[src/rtl/xmbr_pkg.sv]
// Package with the shared constants and types of the XMODEM block receiver.
`timescale 1ns / 1ps

package xmbr_pkg;

  // Default number of data bytes in one block.
  localparam int unsigned BLOCK_BYTES_DEF = 16;

  // Header codes from the sender.
  localparam logic [7:0] SOH = 8'd1;
  localparam logic [7:0] EOT = 8'd3;
  localparam logic [7:0] CAN = 8'd7;

  // Reply codes to the sender.
  localparam logic [7:0] ACK = 8'd1;
  localparam logic [7:0] NAK = 8'd2;

  // Input function codes.
  localparam logic FUNC_START = 1'b0;
  localparam logic FUNC_BYTE  = 1'b1;

  // Where the parser stands inside a frame.
  typedef enum logic [2:0] {
    PH_HEADER,
    PH_BLKNUM,
    PH_INVNUM,
    PH_DATA,
    PH_CHECK
  } phase_t;

  // Control sequencer: parsing, or reading the block out of the buffer.
  typedef enum logic [1:0] {
    ST_RUN,
    ST_READ,
    ST_LOAD
  } ctrl_state_t;

endpackage

[src/rtl/xmbr_in_if.sv]
// Interface of the input channel: function code and received byte.
`timescale 1ns / 1ps

interface xmbr_in_if;
  logic       valid;
  logic       ready;
  logic       func;
  logic [7:0] rx_byte;

  modport source (output valid, output func, output rx_byte, input ready);
  modport sink   (input valid, input func, input rx_byte, output ready);
endinterface

[src/rtl/xmbr_out_if.sv]
// Interface of the result channel: reply codes and data bytes.
`timescale 1ns / 1ps

interface xmbr_out_if;
  logic       valid;
  logic       ready;
  logic       to_driver;
  logic [7:0] value;
  logic       last;

  modport source (output valid, output to_driver, output value, output last, input ready);
  modport sink   (input valid, input to_driver, input value, input last, output ready);
endinterface

[src/rtl/xmbr_ram.sv]
// Generic simple dual-port RAM with one write port and a registered read port.
`timescale 1ns / 1ps

module xmbr_ram #(
  parameter int unsigned WIDTH  = 8,
  parameter int unsigned DEPTH  = 16,
  parameter int unsigned ADDR_W = (DEPTH > 1) ? $clog2(DEPTH) : 1
) (
  input  logic              clk,
  input  logic              wr_en,
  input  logic [ADDR_W-1:0] wr_addr,
  input  logic [WIDTH-1:0]  wr_data,
  input  logic [ADDR_W-1:0] rd_addr,
  output logic [WIDTH-1:0]  rd_data
);

  logic [WIDTH-1:0] mem [DEPTH];
  logic [WIDTH-1:0] rd_data_r;

  always_ff @(posedge clk) begin
    if (wr_en) begin
      mem[wr_addr] <= wr_data;
    end
    rd_data_r <= mem[rd_addr];
  end

  assign rd_data = rd_data_r;

endmodule

[src/rtl/xmodem_block_receiver.sv]
// Top level of the XMODEM block receiver: frame parser, block buffer and result output.
//
//   channel   direction  payload                       handshake
//   in_ch     in         func, rx_byte                 valid / ready
//   out_ch    out        to_driver, value, last        valid / ready
//
// A byte item is taken on a valid and ready handshake; items that give a single reply are
// taken back to back as long as the output register drains.
// A good checksum gives ACK and then BLOCK_BYTES data bytes, each read through the READ
// and LOAD states from the registered block buffer read port; input waits meanwhile.
// Reset (synchronous, rst_n low) returns the parser to the header phase.
// A stalled output holds its item and holds off further input items.
`timescale 1ns / 1ps

module xmodem_block_receiver
  import xmbr_pkg::*;
#(
  parameter int unsigned BLOCK_BYTES = BLOCK_BYTES_DEF
) (
  input  logic      clk,
  input  logic      rst_n,
  xmbr_in_if.sink   in_ch,
  xmbr_out_if.source out_ch
);

  localparam int unsigned CW = $clog2(BLOCK_BYTES + 1);
  localparam int unsigned AW = (BLOCK_BYTES > 1) ? $clog2(BLOCK_BYTES) : 1;

  phase_t      phase_r, phase_nxt;
  ctrl_state_t st_r, st_nxt;
  logic [CW-1:0] cnt_r, cnt_nxt;
  logic [7:0]  sum_r, sum_nxt;

  logic        out_valid_r, out_valid_nxt;
  logic        out_drv_r, out_drv_nxt;
  logic [7:0]  out_val_r, out_val_nxt;
  logic        out_last_r, out_last_nxt;

  logic        in_fire;
  logic        out_free;
  logic        res_valid;
  logic [7:0]  res_code;
  logic        start_dump;
  logic        wr_en;
  logic        dump_last;
  logic [7:0]  rd_data;
  logic [CW-1:0] cnt_inc;

  assign in_fire   = in_ch.valid && in_ch.ready;
  assign out_free  = !out_valid_r || out_ch.ready;
  assign cnt_inc   = cnt_r + CW'(1);
  assign dump_last = (cnt_r == CW'(BLOCK_BYTES - 1));

  xmbr_ram #(
    .WIDTH (8),
    .DEPTH (BLOCK_BYTES),
    .ADDR_W(AW)
  ) u_block_ram (
    .clk    (clk),
    .wr_en  (wr_en),
    .wr_addr(cnt_r[AW-1:0]),
    .wr_data(in_ch.rx_byte),
    .rd_addr(cnt_r[AW-1:0]),
    .rd_data(rd_data)
  );

  // Frame parsing and the buffer index, which doubles as the read pointer.
  always_comb begin
    phase_nxt  = phase_r;
    cnt_nxt    = cnt_r;
    sum_nxt    = sum_r;
    res_valid  = 1'b0;
    res_code   = NAK;
    start_dump = 1'b0;
    wr_en      = 1'b0;
    if (in_fire) begin
      if (in_ch.func == FUNC_START) begin
        phase_nxt = PH_HEADER;
        cnt_nxt   = '0;
        sum_nxt   = '0;
        res_valid = 1'b1;
      end else begin
        case (phase_r)
          PH_HEADER: begin
            // EOT, CAN and any unknown header all answer NAK.
            if (in_ch.rx_byte == SOH) begin
              phase_nxt = PH_BLKNUM;
            end else begin
              res_valid = 1'b1;
            end
          end
          PH_BLKNUM: begin
            phase_nxt = PH_INVNUM;
          end
          PH_INVNUM: begin
            phase_nxt = PH_DATA;
            cnt_nxt   = '0;
            sum_nxt   = '0;
          end
          PH_DATA: begin
            wr_en   = 1'b1;
            sum_nxt = sum_r + in_ch.rx_byte;
            cnt_nxt = cnt_inc;
            if (cnt_inc == CW'(BLOCK_BYTES)) begin
              phase_nxt = PH_CHECK;
            end
          end
          PH_CHECK: begin
            phase_nxt = PH_HEADER;
            cnt_nxt   = '0;
            res_valid = 1'b1;
            if (sum_r == in_ch.rx_byte) begin
              res_code   = ACK;
              start_dump = 1'b1;
            end
          end
          default: begin
            phase_nxt = PH_HEADER;
          end
        endcase
      end
    end else if (st_r == ST_LOAD && out_free) begin
      cnt_nxt = dump_last ? '0 : cnt_inc;
    end
  end

  // Sequencer next state.
  always_comb begin
    st_nxt = st_r;
    case (st_r)
      ST_RUN: begin
        if (start_dump) begin
          st_nxt = ST_READ;
        end
      end
      ST_READ: begin
        st_nxt = ST_LOAD;
      end
      ST_LOAD: begin
        if (out_free) begin
          st_nxt = dump_last ? ST_RUN : ST_READ;
        end
      end
      default: begin
        st_nxt = ST_RUN;
      end
    endcase
  end

  // Sequencer outputs: input ready and the output register load.
  always_comb begin
    in_ch.ready   = (st_r == ST_RUN) && out_free;
    out_valid_nxt = out_valid_r && !out_ch.ready;
    out_drv_nxt   = out_drv_r;
    out_val_nxt   = out_val_r;
    out_last_nxt  = out_last_r;
    if (res_valid) begin
      out_valid_nxt = 1'b1;
      out_drv_nxt   = 1'b0;
      out_val_nxt   = res_code;
      out_last_nxt  = !start_dump;
    end else if (st_r == ST_LOAD && out_free) begin
      out_valid_nxt = 1'b1;
      out_drv_nxt   = 1'b1;
      out_val_nxt   = rd_data;
      out_last_nxt  = dump_last;
    end
  end

  always_ff @(posedge clk) begin
    if (!rst_n) begin
      phase_r     <= PH_HEADER;
      st_r        <= ST_RUN;
      cnt_r       <= '0;
      sum_r       <= '0;
      out_valid_r <= 1'b0;
    end else begin
      phase_r     <= phase_nxt;
      st_r        <= st_nxt;
      cnt_r       <= cnt_nxt;
      sum_r       <= sum_nxt;
      out_valid_r <= out_valid_nxt;
    end
  end

  always_ff @(posedge clk) begin
    out_drv_r  <= out_drv_nxt;
    out_val_r  <= out_val_nxt;
    out_last_r <= out_last_nxt;
  end

  assign out_ch.valid     = out_valid_r;
  assign out_ch.to_driver = out_drv_r;
  assign out_ch.value     = out_val_r;
  assign out_ch.last      = out_last_r;

endmodule
[src/flat_wrapper.sv]
// flat-port wrapper written by rule: the top's interface ports become plain ports
module xmodem_block_receiver_flat import xmbr_pkg::*;
#(
  parameter int unsigned BLOCK_BYTES = BLOCK_BYTES_DEF
)
  (clk, rst_n, in_ch_valid, in_ch_func, in_ch_rx_byte, in_ch_ready, out_ch_valid, out_ch_to_driver, out_ch_value, out_ch_last, out_ch_ready);
  xmbr_in_if in_ch_i ();
  xmbr_out_if out_ch_i ();
  input  logic clk;
  input  logic rst_n;
  input wire logic [$bits(in_ch_i.valid)-1:0] in_ch_valid;
  input wire logic [$bits(in_ch_i.func)-1:0] in_ch_func;
  input wire logic [$bits(in_ch_i.rx_byte)-1:0] in_ch_rx_byte;
  output wire logic [$bits(in_ch_i.ready)-1:0] in_ch_ready;
  output wire logic [$bits(out_ch_i.valid)-1:0] out_ch_valid;
  output wire logic [$bits(out_ch_i.to_driver)-1:0] out_ch_to_driver;
  output wire logic [$bits(out_ch_i.value)-1:0] out_ch_value;
  output wire logic [$bits(out_ch_i.last)-1:0] out_ch_last;
  input wire logic [$bits(out_ch_i.ready)-1:0] out_ch_ready;
  assign in_ch_i.valid = in_ch_valid;
  assign in_ch_i.func = in_ch_func;
  assign in_ch_i.rx_byte = in_ch_rx_byte;
  assign in_ch_ready = in_ch_i.ready;
  assign out_ch_valid = out_ch_i.valid;
  assign out_ch_to_driver = out_ch_i.to_driver;
  assign out_ch_value = out_ch_i.value;
  assign out_ch_last = out_ch_i.last;
  assign out_ch_i.ready = out_ch_ready;
  xmodem_block_receiver #(.BLOCK_BYTES(BLOCK_BYTES)) u_core (.clk(clk), .rst_n(rst_n), .in_ch(in_ch_i), .out_ch(out_ch_i));
endmodule
[config.mk]
export PLATFORM = sky130hd
export DESIGN_NAME = xmodem_block_receiver_flat
export DESIGN_NICKNAME = d
export VERILOG_FILES = /design/src/rtl/xmbr_pkg.sv /design/src/rtl/xmbr_in_if.sv /design/src/rtl/xmbr_out_if.sv /design/src/rtl/xmbr_ram.sv /design/src/rtl/xmodem_block_receiver.sv /design/src/flat_wrapper.sv
export SDC_FILE = /design/constraint.sdc
export NUM_CORES = 1
export LEC_CHECK = 0
export BUFFER_PORTS_ARGS = -buffer_cell sky130_fd_sc_hd__buf_4
export CAP_MARGIN = 20
export CORE_ASPECT_RATIO = 1.1
export CORE_MARGIN = 4
export CORE_UTILIZATION = 55
export DETAILED_ROUTE_END_ITERATION = 10
export PLACE_DENSITY = 0.72
export SLEW_MARGIN = 20
export SYNTH_ARGS = -nofsm -noshare
export SYNTH_HDL_FRONTEND = slang
export SYNTH_HIERARCHICAL = 1
export SYNTH_SLANG_ARGS = --single-unit
export TNS_END_PERCENT = 50
[constraint.sdc]
create_clock -name clk -period 5 [get_ports clk]
set_input_delay 0.25 -clock clk [delete_from_list [all_inputs] [get_ports clk]]
set_output_delay 0.25 -clock clk [all_outputs]
set_load 0.02 [all_outputs]
# --- After elaboration in Yosys (flattened, before gate mapping) ---
# Memory sizes are Yosys's and may differ from the RTL's. A register that Yosys moved wholly into a read port is not among the register bits.
# Index checks and enable logic that the tools add are counted.
word_totals:
  register_bits: 29
  mem_bits_rw: 128
  input_bits: 13
  output_inout_bits: 12
  n_memories: 1
memory_table:
  columns: ["memory", "words", "width", "read_ports", "rd_clocked_by_memory_dff", "write_ports", "line", "text"]
  rows:
  - ["u_core.u_block_ram.mem", 16, 8, 1, 1, 1, "xmbr_ram.sv:17", "logic [WIDTH-1:0] mem [DEPTH];"]
op_classes:
  n_addsub: 2
  eq_ne: 16
  mux: 38
  reduce_logical: 17
op_table:
  columns: ["cell", "count"]
  rows:
  - ["8-bit 2-to-1 mux", 6]
  - ["5-bit 2-to-1 mux", 4]
  - ["1-bit 2-to-1 mux", 17]
  - ["8-bit case mux with 2 select lines", 1]
  - ["3-bit case mux with 4 select lines", 1]
  - ["5-bit case mux with 2 select lines", 1]
  - ["3-bit 2-to-1 mux", 3]
  - ["8-bit adder", 1]
  - ["8-bit by 1-bit == test with 1-bit output (second input constant)", 1]
  - ["8-bit == test", 1]
  - ["3-bit by 2-bit == test with 1-bit output (second input constant)", 2]
  - ["2-bit 2-to-1 mux", 3]
  - ["3-bit by 2-bit inequality test with 1-bit output (second input constant)", 2]
  - ["2-bit case mux with 3 select lines", 1]
  - ["2-bit AND reduction", 3]
  - ["5-bit by 1-bit adder with 5-bit output (second input constant)", 1]
  - ["5-bit by 4-bit == test with 1-bit output (second input constant)", 1]
  - ["5-bit == test (second input constant)", 1]
  - ["1-bit logical AND", 4]
  - ["2-bit by 1-bit inequality test with 1-bit output (second input constant)", 2]
  - ["4-bit inequality test (second input constant)", 1]
  - ["2-bit nonzero test", 2]
  - ["3-bit by 1-bit == test with 1-bit output (second input constant)", 1]
  - ["3-bit == test (second input constant)", 1]
  - ["10 further kinds", 12]

# --- Logic depth before layout (Yosys ltp) ---
logic_depth:
  ltp_word: 7
  depth_mapped: 8

# --- By module ---
# The synthesis kept the hierarchy.
modules_own_cells:
  columns: ["module", "instances", "cells_each", "area_each_um2"]
  rows:
  - ["xmbr_ram", 1, 229, 5147.4]
  - ["xmodem_block_receiver", 1, 194, 1729.2]

# --- Worst setup path after synthesis ---
# No wires, ideal clock.
synth_timing:
  kind: "register to register"
  from: "register u_core.out_valid_r (netlist: u_core/out_ch.valid)"
  to: "memory u_core.u_block_ram.mem[0][0] (enable)"
  setup_ps: 383
  t_arrival_ps: 2291
  t_required_ps: 4617
  path_slack_ps: 2326
  path_stages_with_launch: 8
  synth_period_minus_slack_ps: 2674
  path_cell_list: "dfxtp_1 > nand2b_2 > nand3_2 > buf_6 > or2_4 > inv_1 > or3b_2 > nor3_1"
synth_between:
  elab_chain_cells: 7
synth_lines:
  columns: ["item", "line", "text"]
  rows:
  - ["from (decl)", "xmodem_block_receiver.sv:34", "logic out_valid_r, out_valid_nxt;"]
  - ["from (signal assigned)", "xmodem_block_receiver.sv:182", "out_valid_r <= out_valid_nxt;"]
  - ["1-bit zero test", "xmodem_block_receiver.sv:50", "assign out_free = !out_valid_r || out_ch.ready;"]
  - ["1-bit logical OR", "xmodem_block_receiver.sv:50", null]
  - ["1-bit logical AND", "xmodem_block_receiver.sv:152", "in_ch.ready = (st_r == ST_RUN) && out_free;"]
  - ["1-bit logical AND", "xmodem_block_receiver.sv:49", "assign in_fire = in_ch.valid && in_ch.ready;"]
  - ["1-bit 2-to-1 mux", "xmodem_block_receiver.sv:76", "if (in_fire) begin"]
  - ["named net u_core.wr_en", "xmodem_block_receiver.sv:44", "logic wr_en;"]
  - ["1-bit 2-to-1 mux", "xmbr_ram.sv:21", "if (wr_en) begin"]
  - ["1-bit 2-to-1 mux (not written as such)", "xmbr_ram.sv:22", "mem[wr_addr] <= wr_data;"]
  - ["to (decl)", "xmbr_ram.sv:17", null]
# The timed path passes the listed nets, and every way through them passes these cells.

# --- Worst setup path after layout ---
layout_timing:
  from: "register u_core.st_r[1]"
  to: "memory u_core.u_block_ram.mem[0][4] (enable)"
layout_between:
  elab_chain_cells: 6
layout_lines:
  columns: ["item", "line", "text"]
  rows:
  - ["from (decl)", "xmodem_block_receiver.sv:30", "ctrl_state_t st_r, st_nxt;"]
  - ["from (signal assigned)", "xmodem_block_receiver.sv:179", "st_r <= st_nxt;"]
  - ["2-bit zero test", "xmodem_block_receiver.sv:152", null]
  - ["1-bit logical AND", "xmodem_block_receiver.sv:152", null]
  - ["1-bit logical AND", "xmodem_block_receiver.sv:49", null]
  - ["1-bit 2-to-1 mux", "xmodem_block_receiver.sv:76", null]
  - ["named net u_core.wr_en", "xmodem_block_receiver.sv:44", null]
  - ["1-bit 2-to-1 mux", "xmbr_ram.sv:21", null]
  - ["1-bit 2-to-1 mux (not written as such)", "xmbr_ram.sv:22", null]
# The timed path passes the listed nets, and every way through them passes these cells.

==> impl_results.md <==
* Overall power at 2.75 mW
* Die Wd at 115 µm
* Sequential power share at 0.547
* Clock root buffer: clkbuf_16
* DP Wirelength at 8590 µm
* H-tree Lvls at 4
* Critical path launch point type: register
* Register bit total from synthesis at 165
* Pin count of the biggest net entering global routing at 27
* Synth Cell Area at 6880 µm²
* Slowest-stage cell, CP: nor3_1
* Sw Share at 0.210
* Layout Nets at 478
* Skew-Pair Late Insertion Delay at just over 0.4 ns
* Number of clock sinks at 165
* RSZ-0062 raised after global routing: no
* PD cells at about 360 nW/µm²
* Global-route wire length before repair at 21600 µm
* Clock Path Buffers at 2
* Setup CP Type: register to register
* Crit path max-delay family: simple AND/OR/NAND/NOR gates
* CTS Buf Count at 17
* Yosys cell types at a little over 60
* Avg Cell Area, Syn at about 16 µm²
* Share of layout cells above drive strength 1 at 0.188
* Placed Instances at 589
* Post-layout instance count excluding filler cells at 621
* Commonest non-fill, non-tap cell in the layout: edfxtp_1
* DIE AREA at 14400 µm²
* Vias at 3862
* Initial antenna violation count at 0
* Final hold vios at 0
* Max frequency at 321 MHz
* Die height at 125 µm
* Seq/Total Area, Yosys at 0.680
* Leakage at 2.54 nW
* Top FF cell, synth: edfxtp_1
* Number of synthesized flops with an enable pin at roughly 140
* GRT Total Usage at 0.201
* Least-Margin Pin Slew at 1.06 ns
* Synthesis Warnings at 6
* MaxCap Viol Count at 0
* Drt drc at 0
* Max-slew headroom at 0.290
* IO Port Bufs at 24
* Max stage delay on crit path at 0.82 ns
* Total grt overflow at 0
* Clk slew on worst S/H paths at 0.06 ns
* ANT cells at 0
* Worst EP arrival at 3.14 ns
* Most frequent cells in the layout: 137 x edfxtp_1, 31 x nor2_1, 27 x buf_4, 26 x dfxtp_1, 22 x nand2_1
* Post-CTS setup buffer count at 0
* Hold-fix buffers at CTS at 0
* Clock power share at 0.408
* Rows at 42
* Top Ports at 25
* Worst path bufs/invs at 1
* Asr flop ratio synth at 0
* Total iterations of the first detailed-routing run at 5
* Logic pwr share at 0.044
* Skew final at 0.00531 ns
* Crit path max fanout at 11
* CTS tree: yes
* WL final at 13400 µm
* CP Data Required Time at 5.03 ns
* CP Capture Type: register
* Syn_nets at 447
* Psw at 0.579 mW
* Max rail drop VDD at 0.234 mV
* Initial core utilization at 0.566
* Final Max Tran Viols at 0
* Vias in the first global route at 3878
* P&R area growth vs syn at 11.8%
* DR vias/cell at 6.22
* RePlAce Congestion at 0.806
* Final Cycle Share at 0.623
* Count of final setup violators at 0
* Core area at 12100 µm²
* Cts repair resizes at 0
* Hold Crit Class: input port to register
* Post-route ant nets at 0
* Drt wl/cell at between 20 and 25 µm
* Final min period at 3.11 ns
* CP Cell Sequence: nor2_2, nand3_2, or2_4, inv_1, or3b_2, nor3_1
* Worst-case hold slack at 0.200 ns
* Post-Syn Instances at 423
* DRT iter0 DRCs at 362
* Setup TNS at 0 ns
* Status: completed
* Int Pwr at 2.18 mW
-- stage by stage --
stage	cell area, µm²	setup slack [ns]	util
after floorplan	6880	2.33	-
after global placement	7160	2.01	0.590
after detailed placement	7160	1.94	0.590
after CTS	7680	1.92	0.632
after global routing	7690	1.69	0.633
final	7690	1.89	0.633
-- final timing paths --
| kind | from | to | slack [ns] | cells past startpoint |
|---|---|---|---|---|
| max | u_core/st_r[1] | u_core/u_block_ram/mem[0][4] | 1.89 | 6 |
| max reg2reg | u_core/st_r[1] | u_core/u_block_ram/mem[0][4] | 1.89 | 6 |
| min | rst_n | u_core/sum_r[5] | 0.20 | 3 |
| min reg2reg | u_core/out_ch.to_driver | u_core/out_ch.to_driver | 0.49 | 2 |
-- synth_stat cells (3+ instances only) --
| cell type | n | share of area |
|---|---|---|
| a21oi_1 | 13 | 0.0095 |
| a22oi_1 | 19 | 0.021 |
| buf_2 | 5 | 0.0036 |
| buf_6 | 4 | 0.0065 |
| clkdlybuf4s25_2 | 3 | 0.0044 |
| dfxtp_1 | 28 | 0.082 |
| edfxtp_1 | 137 | 0.60 |
| ha_1 | 10 | 0.018 |
| inv_1 | 11 | 0.0060 |
| mux4_1 | 14 | 0.053 |
| mux4_2 | 18 | 0.059 |
| nand2_1 | 22 | 0.012 |
| nand2b_1 | 6 | 0.0055 |
| nand3_1 | 13 | 0.0095 |
| nor2_1 | 31 | 0.017 |
| nor2b_1 | 15 | 0.014 |
| nor3_1 | 9 | 0.0065 |
| o21ai_0 | 6 | 0.0044 |
| or3_1 | 4 | 0.0036 |
| or4b_1 | 3 | 0.0044 |
-- cells by family (layout without fill, tap and decap cells) --
| family | Yosys count | after routing | share of synthesized area |
|---|---|---|---|
| AOI/OAI and AO/OA | 57 | 57 | 0.0584 |
| xor gates and xnor gates | 3 | 3 | 0.00382 |
| buffers and inverters | 27 | 71 | 0.0233 |
| adders and majority gates | 11 | 11 | 0.0211 |
| DFF | 165 | 165 | 0.680 |
| muxes | 33 | 33 | 0.114 |
| and+or+nand+nor | 127 | 127 | 0.0997 |
-- power groups by stage --
| stage | Clock (mW) | Sequential, mW | Combinational [mW] |
|---|---|---|---|
| 3_5_place_dp | 0 | 1.54 | 0.122 |
| 6_report | 1.12 | 1.51 | 0.122 |
| 5_1_grt | 1.22 | 1.51 | 0.132 |
| 4_1_cts | 1.15 | 1.51 | 0.122 |
| 3_3_place_gp | 0 | 1.54 | 0.119 |
| 2_1_floorplan | 0 | 1.54 | 0.0696 |
-- registers in the layout (all words and copies together), names as in the netlist --
signal                      count
u_core/out_ch.last              1
u_core/sum_r                    8
u_core/st_r                     2
u_core/u_block_ram/mem        128
u_core/out_ch.to_driver         1
u_core/cnt_r                    5
u_core/phase_r                  3
u_core/out_ch.value             8
u_core/u_block_ram/rd_data      8
u_core/out_ch.valid             1
-- metal layers --
layer	share of wire	global-route usage	vias to the layer above
met5	0	0	-
met4	0.014	0.0636	0
met3	0.064	0.0430	23
met2	0.52	0.325	133
met1	0.40	0.275	1962
li1	-	-	1744
-- worst reg2reg max path, cell delays in order, from the launching register on --
cell,delay [ns]
dfxtp_1,0.35
nor2_2,0.14
nand3_2,0.25
or2_4,0.36
inv_1,0.28
or3b_2,0.53
nor3_1,0.82
-- cell type report --
class	count	area, µm²
clock buffers	19	433
clock inverters	13	85.1
fillers	884	4450
inverters	12	45.0
multi-input cells	231	2050
flip-flops and latches	165	4680
well taps	154	193
repair buffers	27	203
Note: power is estimated with default switching activity, not from simulation.
